<file path="src/rtl/mlbc_pkg.sv">
package mlbc_pkg;

  // Width of the level and blink status fields in every result item.
  localparam int OUT_W = 6;

  // Command codes carried by in_cmd.
  typedef enum logic [2:0] {
    CMD_SET      = 3'd0,
    CMD_TOGGLE   = 3'd1,
    CMD_BLINK    = 3'd2,
    CMD_STOP     = 3'd3,
    CMD_BLINK_N  = 3'd4,
    CMD_TICK     = 3'd5
  } cmd_code_t;

  // Operation applied to one channel in a given cycle.
  typedef enum logic [2:0] {
    OP_NONE,
    OP_SET,
    OP_TOGGLE,
    OP_BLINK,
    OP_STOP,
    OP_TICK
  } chan_op_t;

  // Per-channel command bundle from the decoder.
  typedef struct packed {
    chan_op_t    op;
    logic        level;
    logic [15:0] interval;
    logic [15:0] cycles;
    logic        endless;
  } chan_cmd_t;

endpackage

</file>
<file path="src/rtl/multi_led_blink_controller_top.sv">
// Channel   Handshake          Fields
// input     start / busy       in_cmd, in_led_index, in_level, in_interval, in_blink_count
// result    out_valid strobe   out_led_levels, out_blinking, out_accepted
//
// One item is taken in every cycle; busy stays low. The item is registered in
// the input register, then all channels update in parallel logic and the result
// register loads their new state, so a result is shown from the result register.
// Reset is synchronous and active low and restores every channel at once.
// The receiver cannot stall: each result is shown for one cycle only.
module multi_led_blink_controller_top
  import mlbc_pkg::*;
#(
  parameter int NUM_LEDS = 6
) (
  input  logic          clk,
  input  logic          rst_n,
  input  logic          start,
  output logic          busy,
  input  logic [2:0]    in_cmd,
  input  logic [2:0]    in_led_index,
  input  logic          in_level,
  input  logic [15:0]   in_interval,
  input  logic [15:0]   in_blink_count,
  output logic          out_valid,
  output logic [OUT_W-1:0] out_led_levels,
  output logic [OUT_W-1:0] out_blinking,
  output logic          out_accepted
);

  logic        in_valid_r;
  logic [2:0]  cmd_r, idx_r;
  logic        level_r;
  logic [15:0] interval_r, count_r;

  logic                out_valid_r, out_accepted_r;
  logic [OUT_W-1:0]    out_levels_r, out_blinking_r;
  logic [OUT_W-1:0]    levels_nxt, blinking_nxt;

  logic                idx_ok, acc_nxt;
  chan_op_t            op_sel;
  chan_cmd_t           ccmd [NUM_LEDS];
  logic [NUM_LEDS-1:0] chan_level, chan_mode;
  logic [NUM_LEDS-1:0] chan_mode_q;

  assign busy = 1'b0;

  // Input register.
  always_ff @(posedge clk) begin
    if (!rst_n) begin
      in_valid_r <= 1'b0;
    end else begin
      in_valid_r <= start && !busy;
    end
    cmd_r      <= in_cmd;
    idx_r      <= in_led_index;
    level_r    <= in_level;
    interval_r <= in_interval;
    count_r    <= in_blink_count;
  end

  // Command decode and acceptance.
  assign idx_ok = ({1'b0, idx_r} < 4'(NUM_LEDS));

  always_comb begin
    op_sel  = OP_NONE;
    acc_nxt = 1'b0;
    case (cmd_r)
      CMD_TICK: begin
        op_sel  = OP_TICK;
        acc_nxt = 1'b1;
      end
      CMD_SET: begin
        op_sel  = OP_SET;
        acc_nxt = idx_ok;
      end
      CMD_TOGGLE: begin
        op_sel  = OP_TOGGLE;
        acc_nxt = idx_ok;
      end
      CMD_STOP: begin
        op_sel  = OP_STOP;
        acc_nxt = idx_ok;
      end
      CMD_BLINK: begin
        op_sel  = OP_BLINK;
        acc_nxt = idx_ok && (interval_r != 16'd0);
      end
      CMD_BLINK_N: begin
        op_sel  = OP_BLINK;
        acc_nxt = idx_ok && (interval_r != 16'd0) && (count_r != 16'd0);
      end
      default: begin
      end
    endcase
  end

  // Channels: a tick goes to all, any other accepted item to the addressed one.
  for (genvar i = 0; i < NUM_LEDS; i++) begin : g_chan
    always_comb begin
      ccmd[i].level    = level_r;
      ccmd[i].interval = interval_r;
      ccmd[i].cycles   = (cmd_r == CMD_BLINK_N) ? count_r : 16'd0;
      ccmd[i].endless  = (cmd_r == CMD_BLINK);
      if (in_valid_r && acc_nxt && ((op_sel == OP_TICK) || (idx_r == 3'(i)))) begin
        ccmd[i].op = op_sel;
      end else begin
        ccmd[i].op = OP_NONE;
      end
    end

    mlbc_channel #(
      .RESET_LEVEL((i % 2) == 0)
    ) u_chan (
      .clk      (clk),
      .rst_n    (rst_n),
      .cmd      (ccmd[i]),
      .level_nxt(chan_level[i]),
      .mode_nxt (chan_mode[i])
    );
  end

  // Status fields show channels that exist; higher bits read zero.
  for (genvar j = 0; j < OUT_W; j++) begin : g_out
    if (j < NUM_LEDS) begin : g_has
      assign levels_nxt[j]   = chan_level[j];
      assign blinking_nxt[j] = chan_mode[j];
    end else begin : g_none
      assign levels_nxt[j]   = 1'b0;
      assign blinking_nxt[j] = 1'b0;
    end
  end

  // Result register, loaded with the state after the item.
  always_ff @(posedge clk) begin
    if (!rst_n) begin
      out_valid_r <= 1'b0;
    end else begin
      out_valid_r <= in_valid_r;
    end
    if (in_valid_r) begin
      out_levels_r   <= levels_nxt;
      out_blinking_r <= blinking_nxt;
      out_accepted_r <= acc_nxt;
    end
  end

  assign out_valid      = out_valid_r;
  assign out_led_levels = out_levels_r;
  assign out_blinking   = out_blinking_r;
  assign out_accepted   = out_accepted_r;

  // Blink status after each cycle, kept for the channel check below.
  always_ff @(posedge clk) begin
    chan_mode_q <= chan_mode;
  end

  // Every item taken gives its result after the input and result registers.
  a_latency: assert property (@(posedge clk) disable iff (!rst_n)
    (start && !busy) |-> ##2 out_valid)
    else $error("item without result");

  // An ignored item directly after another leaves the reported state alone.
  a_ignored_stable: assert property (@(posedge clk) disable iff (!rst_n)
    (out_valid && !out_accepted && $past(out_valid))
      |-> ($stable(out_led_levels) && $stable(out_blinking)))
    else $error("ignored item changed state");

  // Any item other than a tick changes the blink status of one channel at most.
  a_one_channel: assert property (@(posedge clk) disable iff (!rst_n)
    (in_valid_r && (cmd_r != CMD_TICK))
      |=> ($countones(chan_mode_q ^ $past(chan_mode_q)) <= 1))
    else $error("item touched more than one channel");

endmodule

</file>
<file path="src/rtl/mlbc_channel.sv">
module mlbc_channel
  import mlbc_pkg::*;
#(
  parameter logic RESET_LEVEL = 1'b0
) (
  input  logic      clk,
  input  logic      rst_n,
  input  chan_cmd_t cmd,
  output logic      level_nxt,
  output logic      mode_nxt
);

  logic        mode_r, level_r, saved_r, endless_r;
  logic [15:0] half_r, tick_r, cyc_r;
  logic        saved_nxt, endless_nxt;
  logic [15:0] half_nxt, tick_nxt, cyc_nxt;
  logic [15:0] tick_inc, cyc_dec;

  // Next channel state for the command of this cycle.
  always_comb begin
    mode_nxt    = mode_r;
    level_nxt   = level_r;
    saved_nxt   = saved_r;
    endless_nxt = endless_r;
    half_nxt    = half_r;
    tick_nxt    = tick_r;
    cyc_nxt     = cyc_r;
    tick_inc    = tick_r + 16'd1;
    cyc_dec     = (cyc_r != 16'd0) ? cyc_r - 16'd1 : 16'd0;
    case (cmd.op)
      OP_SET: begin
        mode_nxt  = 1'b0;
        level_nxt = cmd.level;
      end
      OP_TOGGLE: begin
        mode_nxt  = 1'b0;
        level_nxt = ~level_r;
      end
      OP_BLINK: begin
        mode_nxt    = 1'b1;
        saved_nxt   = level_r;
        level_nxt   = ~level_r;
        half_nxt    = cmd.interval;
        tick_nxt    = 16'd0;
        cyc_nxt     = cmd.cycles;
        endless_nxt = cmd.endless;
      end
      OP_STOP: begin
        mode_nxt  = 1'b0;
        level_nxt = saved_r;
      end
      OP_TICK: begin
        if (mode_r) begin
          if (tick_inc < half_r) begin
            tick_nxt = tick_inc;
          end else begin
            tick_nxt  = 16'd0;
            level_nxt = ~level_r;
            // In counted mode a return to the saved level uses up one cycle.
            if (!endless_r && (~level_r == saved_r)) begin
              cyc_nxt = cyc_dec;
              if (cyc_dec == 16'd0) begin
                mode_nxt = 1'b0;
              end
            end
          end
        end
      end
      default: begin
      end
    endcase
  end

  // Channel state registers.
  always_ff @(posedge clk) begin
    if (!rst_n) begin
      mode_r    <= 1'b0;
      level_r   <= RESET_LEVEL;
      saved_r   <= 1'b0;
      endless_r <= 1'b0;
      half_r    <= 16'd0;
      tick_r    <= 16'd0;
      cyc_r     <= 16'd0;
    end else begin
      mode_r    <= mode_nxt;
      level_r   <= level_nxt;
      saved_r   <= saved_nxt;
      endless_r <= endless_nxt;
      half_r    <= half_nxt;
      tick_r    <= tick_nxt;
      cyc_r     <= cyc_nxt;
    end
  end

  // A blinking channel always has a nonzero half period.
  a_blink_half: assert property (@(posedge clk) disable iff (!rst_n)
    mode_r |-> (half_r != 16'd0))
    else $error("blinking channel with zero half period");

endmodule
</file>
<file path="config.mk">
export PLATFORM = sky130hd
export DESIGN_NAME = multi_led_blink_controller_top
export DESIGN_NICKNAME = d
export VERILOG_FILES = /design/src/rtl/mlbc_pkg.sv /design/src/rtl/multi_led_blink_controller_top.sv /design/src/rtl/mlbc_channel.sv
export SDC_FILE = /design/constraint.sdc
export NUM_CORES = 1
export LEC_CHECK = 0
export BUFFER_PORTS_ARGS = -buffer_cell sky130_fd_sc_hd__clkbuf_2
export CORE_MARGIN = 1
export CORE_UTILIZATION = 33
export DETAILED_ROUTE_END_ITERATION = 6
export PLACE_DENSITY_LB_ADDON = 0.08
export SETUP_SLACK_MARGIN = 0.1
export SLEW_MARGIN = 20
export SYNTH_ARGS = -nofsm -noshare
export SYNTH_HDL_FRONTEND = slang
export SYNTH_SLANG_ARGS = --single-unit
export TNS_END_PERCENT = 10
</file>
<file path="constraint.sdc">
create_clock -name clk -period 11.9 [get_ports clk]
set_input_delay 2.975 -clock clk [delete_from_list [all_inputs] [get_ports clk]]
set_output_delay 2.975 -clock clk [all_outputs]
set_load 0.02 [all_outputs]
</file>
==> impl_results.md <==
* Die W at 253.1 um
* Fin crit period at 4878 ps
* First-pass DRT Iterations at 5
* Vias in the first global route at 18011
* Clock Sinks at 366
* Min-Delay Startpoint: g_chan[1].u_chan.half_r[0]$_SDFFE_PN0N_
* LEAKAGE at 8.931 nW
* DRC Markers at 0
* Most instantiated cells after synthesis: dfxtp_1 (353), nand2_1 (310), a21oi_1 (243), nor2_1 (197), o21ai_0 (180)
* Yosys top cell area share at 33.97%
* Area growth syn-to-layout at 11.72%
* Top post-synthesis cells by area: dfxtp_1 (34%), ha_1 (6.5%), a21oi_1 (5.8%)
* Remaining global-route overflow at 0
* Core Area at 61940 um^2
* Final Hold Viols at 0
* Total power at 2.874 mW
* Die H at 253.1 um
* CP Launch Type: primary input
* Setup Skew at 19.19 ps
* IO buf count at 55
* FF-to-FF setup slack at 7120 ps
* Clock-pin slew of the registers on the worst-case setup and hold paths at 60 ps
* PD cells at 123.7 nW/um^2
* Max Fclk at 0.2050 GHz
* Hold endpoint: g_chan[1].u_chan.half_r[0]$_SDFFE_PN0N_
* Synth cell types at 93
* Ports at 57
* WL/cell at 19.67 um
* Initial Util at 33.58%
* First-pass GRT wire length at 105000 um
* Die area at 64040 um^2
* Final instance area at 23240 um^2
* Worst VDD drop at 0.09194 mV
* Hold Crit Depth at 2
* Hold crit path type: reg -> reg
* Relative slew margins at 26.59%
* Count leader, synth: dfxtp_1
* Post-synth EDFFs at 13
* Share of layout cells above drive strength 1 at 8.168%
* Buffers inserted during post-CTS setup optimization at 0
* Remaining antenna violation count at 0
* Worst Max-Slew Pin Slew at 1091 ps
* CTS max path bufs at 3
* Initial drt markers at 1312
* Gpl congestion at 0.8316
* Dpl cell area at 21700 um^2
* Mapped Avg Cell Area at 7.988 um^2
* Mapped Cells at 2604
* CTS resizes at 0
* Critical path required time at 12340 ps
* CTS Root Buffer Type: clkbuf_16
* Cell Area, Synth at 20800 um^2
* Setup_tns at 0 ps
* GRT Total Usage at 21.02%
* Clock latency on the worst-skew pair at 590 ps
* Number of synthesis warnings at 0
* Overall routed net length at 68010 um
* Maximum fanout along the worst path at 68
* Nets at 2735
* Number of cell rows at 91
* Initial antenna violation count at 1
* RSZ-0062 raised after global routing: no
* Outcome: completed
* PnR worst setup slack at 7022 ps
* Final setup viols at 0
* CTS tree: done
* Slew Limit Fails at 0
* Crit path DAT at 5320 ps
* Sequential area share after synthesis at 35.85%
* Post-DP HPWL at 46250 um
* Dpl ws at 6437 ps
* Crit Reg-Reg Endpoint: g_chan[5].u_chan.cyc_r[6]$_SDFFE_PN0P_
* Reg-to-Reg Start: g_chan[5].u_chan.tick_r[0]$_SDFFE_PN0P_
* Worst Setup End Kind: flip-flop
* Tcrit/Tclk final at 40.99%
* Worst setup path class: in -> reg
* Largest net degree at the start of global routing at 73
* Synth Register Bits at 366
* Cts bufs inserted at 45
* CTS H-Tree Depth at 2
* Reg2Reg Depth at 15
* Area leader, netlist: dfxtp_1
* Top_reg_cell synth: dfxtp_1
* Vias per cell at 5.568
* CTS Hold Bufs at 0
* Vias at 19255
* Max Cap Violations at 0
* Asr flop ratio synth at 0%
* Synthesized net count at 2754
-- registers in the layout, summed over array words and instances (netlist names), 3 cells and up --
| name | count |
|---|---|
| g_chan.u_chan.level_r | 6 |
| count_r | 16 |
| cmd_r | 3 |
| g_chan.u_chan.half_r | 96 |
| g_chan.u_chan.saved_r | 6 |
| g_chan.u_chan.cyc_r | 96 |
| interval_r | 16 |
| out_blinking | 6 |
| g_chan.u_chan.tick_r | 96 |
| g_chan.u_chan.endless_r | 6 |
| g_chan.u_chan.mode_r | 6 |
| out_led_levels | 6 |
| idx_r | 3 |
-- cell families after synthesis --
group	share of synthesized area, %
AND/OR/NAND/NOR	21.61
XOR/XNOR	4.632
adder cells (fa/ha/maj)	6.496
other	0.01803
AO/OA/AOI/OAI	24.37
multiplexers	1.594
flip-flops	35.85
buffers and inverters	5.432
-- area by class of cell --
class                           instances  area [um^2]
Tap cell                              837         1047
Multi-Input combinational cell       1963        12240
Antenna cell                            1        2.502
Fill cell                            6499        38700
Timing Repair Buffer                   81        473.0
Inverter                              128        485.5
Clock buffer                           60         1276
Sequential cell                       366         7457
Clock inverter                         22        260.3
-- per-layer routing --
metal / track usage, % / vias up / routed length, um
met2: 33.78 / 476 / 30770
met5: 0 / - / 0
met1: 28.73 / 9263 / 32000
li1: - / 9407 / -
met3: 3.259 / 109 / 3394
met4: 6.476 / 0 / 1845
-- worst max-delay path, cell delays in order --
cell,delay (ps)
buf_4,330
inv_6,400
buf_4,700
buf_4,670
nor3_1,130
-- power breakdown --
group	internal (mW)	total [mW]	switching (mW)
combinational	0.0438	0.146	0.102
sequential	1.25	1.27	0.0280
clock	0.881	1.45	0.572
-- placed cells by master, fill, tap and decap left out, types with 10 or more instances in the layout --
| cell type | netlist | final |
|---|---|---|
| nor4_1 | 40 | 40 |
| nand2_1 | 310 | 310 |
| o211a_1 | 28 | 28 |
| nor3_1 | 75 | 75 |
| a211oi_1 | 15 | 15 |
| a22oi_1 | 23 | 23 |
| or2_2 | 10 | 10 |
| inv_1 | 127 | 127 |
| dfxtp_1 | 353 | 353 |
| o22ai_1 | 13 | 13 |
| nand3b_1 | 19 | 19 |
| a311oi_1 | 13 | 13 |
| o21ai_0 | 180 | 180 |
| or4_1 | 10 | 10 |
| ha_1 | 108 | 108 |
| xor2_1 | 58 | 58 |
| nor3b_1 | 12 | 12 |
| a21o_1 | 17 | 17 |
| and3_1 | 46 | 46 |
| and2_1 | 17 | 17 |
| clkinv_2 | 0 | 12 |
| or3_1 | 17 | 17 |
| nand2b_1 | 35 | 35 |
| clkbuf_2 | 1 | 54 |
| nand4_1 | 23 | 23 |
| nor2_1 | 197 | 197 |
| o41ai_1 | 15 | 15 |
| o211ai_1 | 27 | 27 |
| clkbuf_16 | 0 | 48 |
| nand3_1 | 70 | 70 |
| edfxtp_1 | 13 | 13 |
| a31oi_1 | 34 | 32 |
| a31o_2 | 21 | 21 |
| o21a_1 | 28 | 28 |
| buf_4 | 2 | 27 |
| o31ai_1 | 29 | 29 |
| mux2i_1 | 32 | 32 |
| a21oi_1 | 243 | 241 |
| xnor2_1 | 52 | 52 |
-- stage by stage --
step,utilization (%),hold slack (ps),instances
floorplan,-,433.6,2604
global placement,35.04,445.3,3375
detailed placement,35.04,447.7,3375
CTS,37.52,454.7,3457
global route,37.52,471.6,3457
finish,37.52,454.7,3458
-- worst max-delay path by stage --
stage	cells after the start	start	slack, ps	end
after floorplan	6	rst_n	7590	g_chan[1].u_chan.tick_r[8]$_SDFFE_PN0P_
after global placement	5	rst_n	6460	g_chan[2].u_chan.tick_r[2]$_SDFFE_PN0P_
after detailed placement	5	rst_n	6440	g_chan[2].u_chan.tick_r[2]$_SDFFE_PN0P_
after CTS	5	rst_n	7060	g_chan[2].u_chan.tick_r[2]$_SDFFE_PN0P_
after global routing	15	g_chan[5].u_chan.tick_r[0]$_SDFFE_PN0P_	6540	g_chan[5].u_chan.cyc_r[2]$_SDFFE_PN0P_
final	5	rst_n	7020	g_chan[2].u_chan.tick_r[2]$_SDFFE_PN0P_
Note: power is estimated with default switching activity, not from simulation.
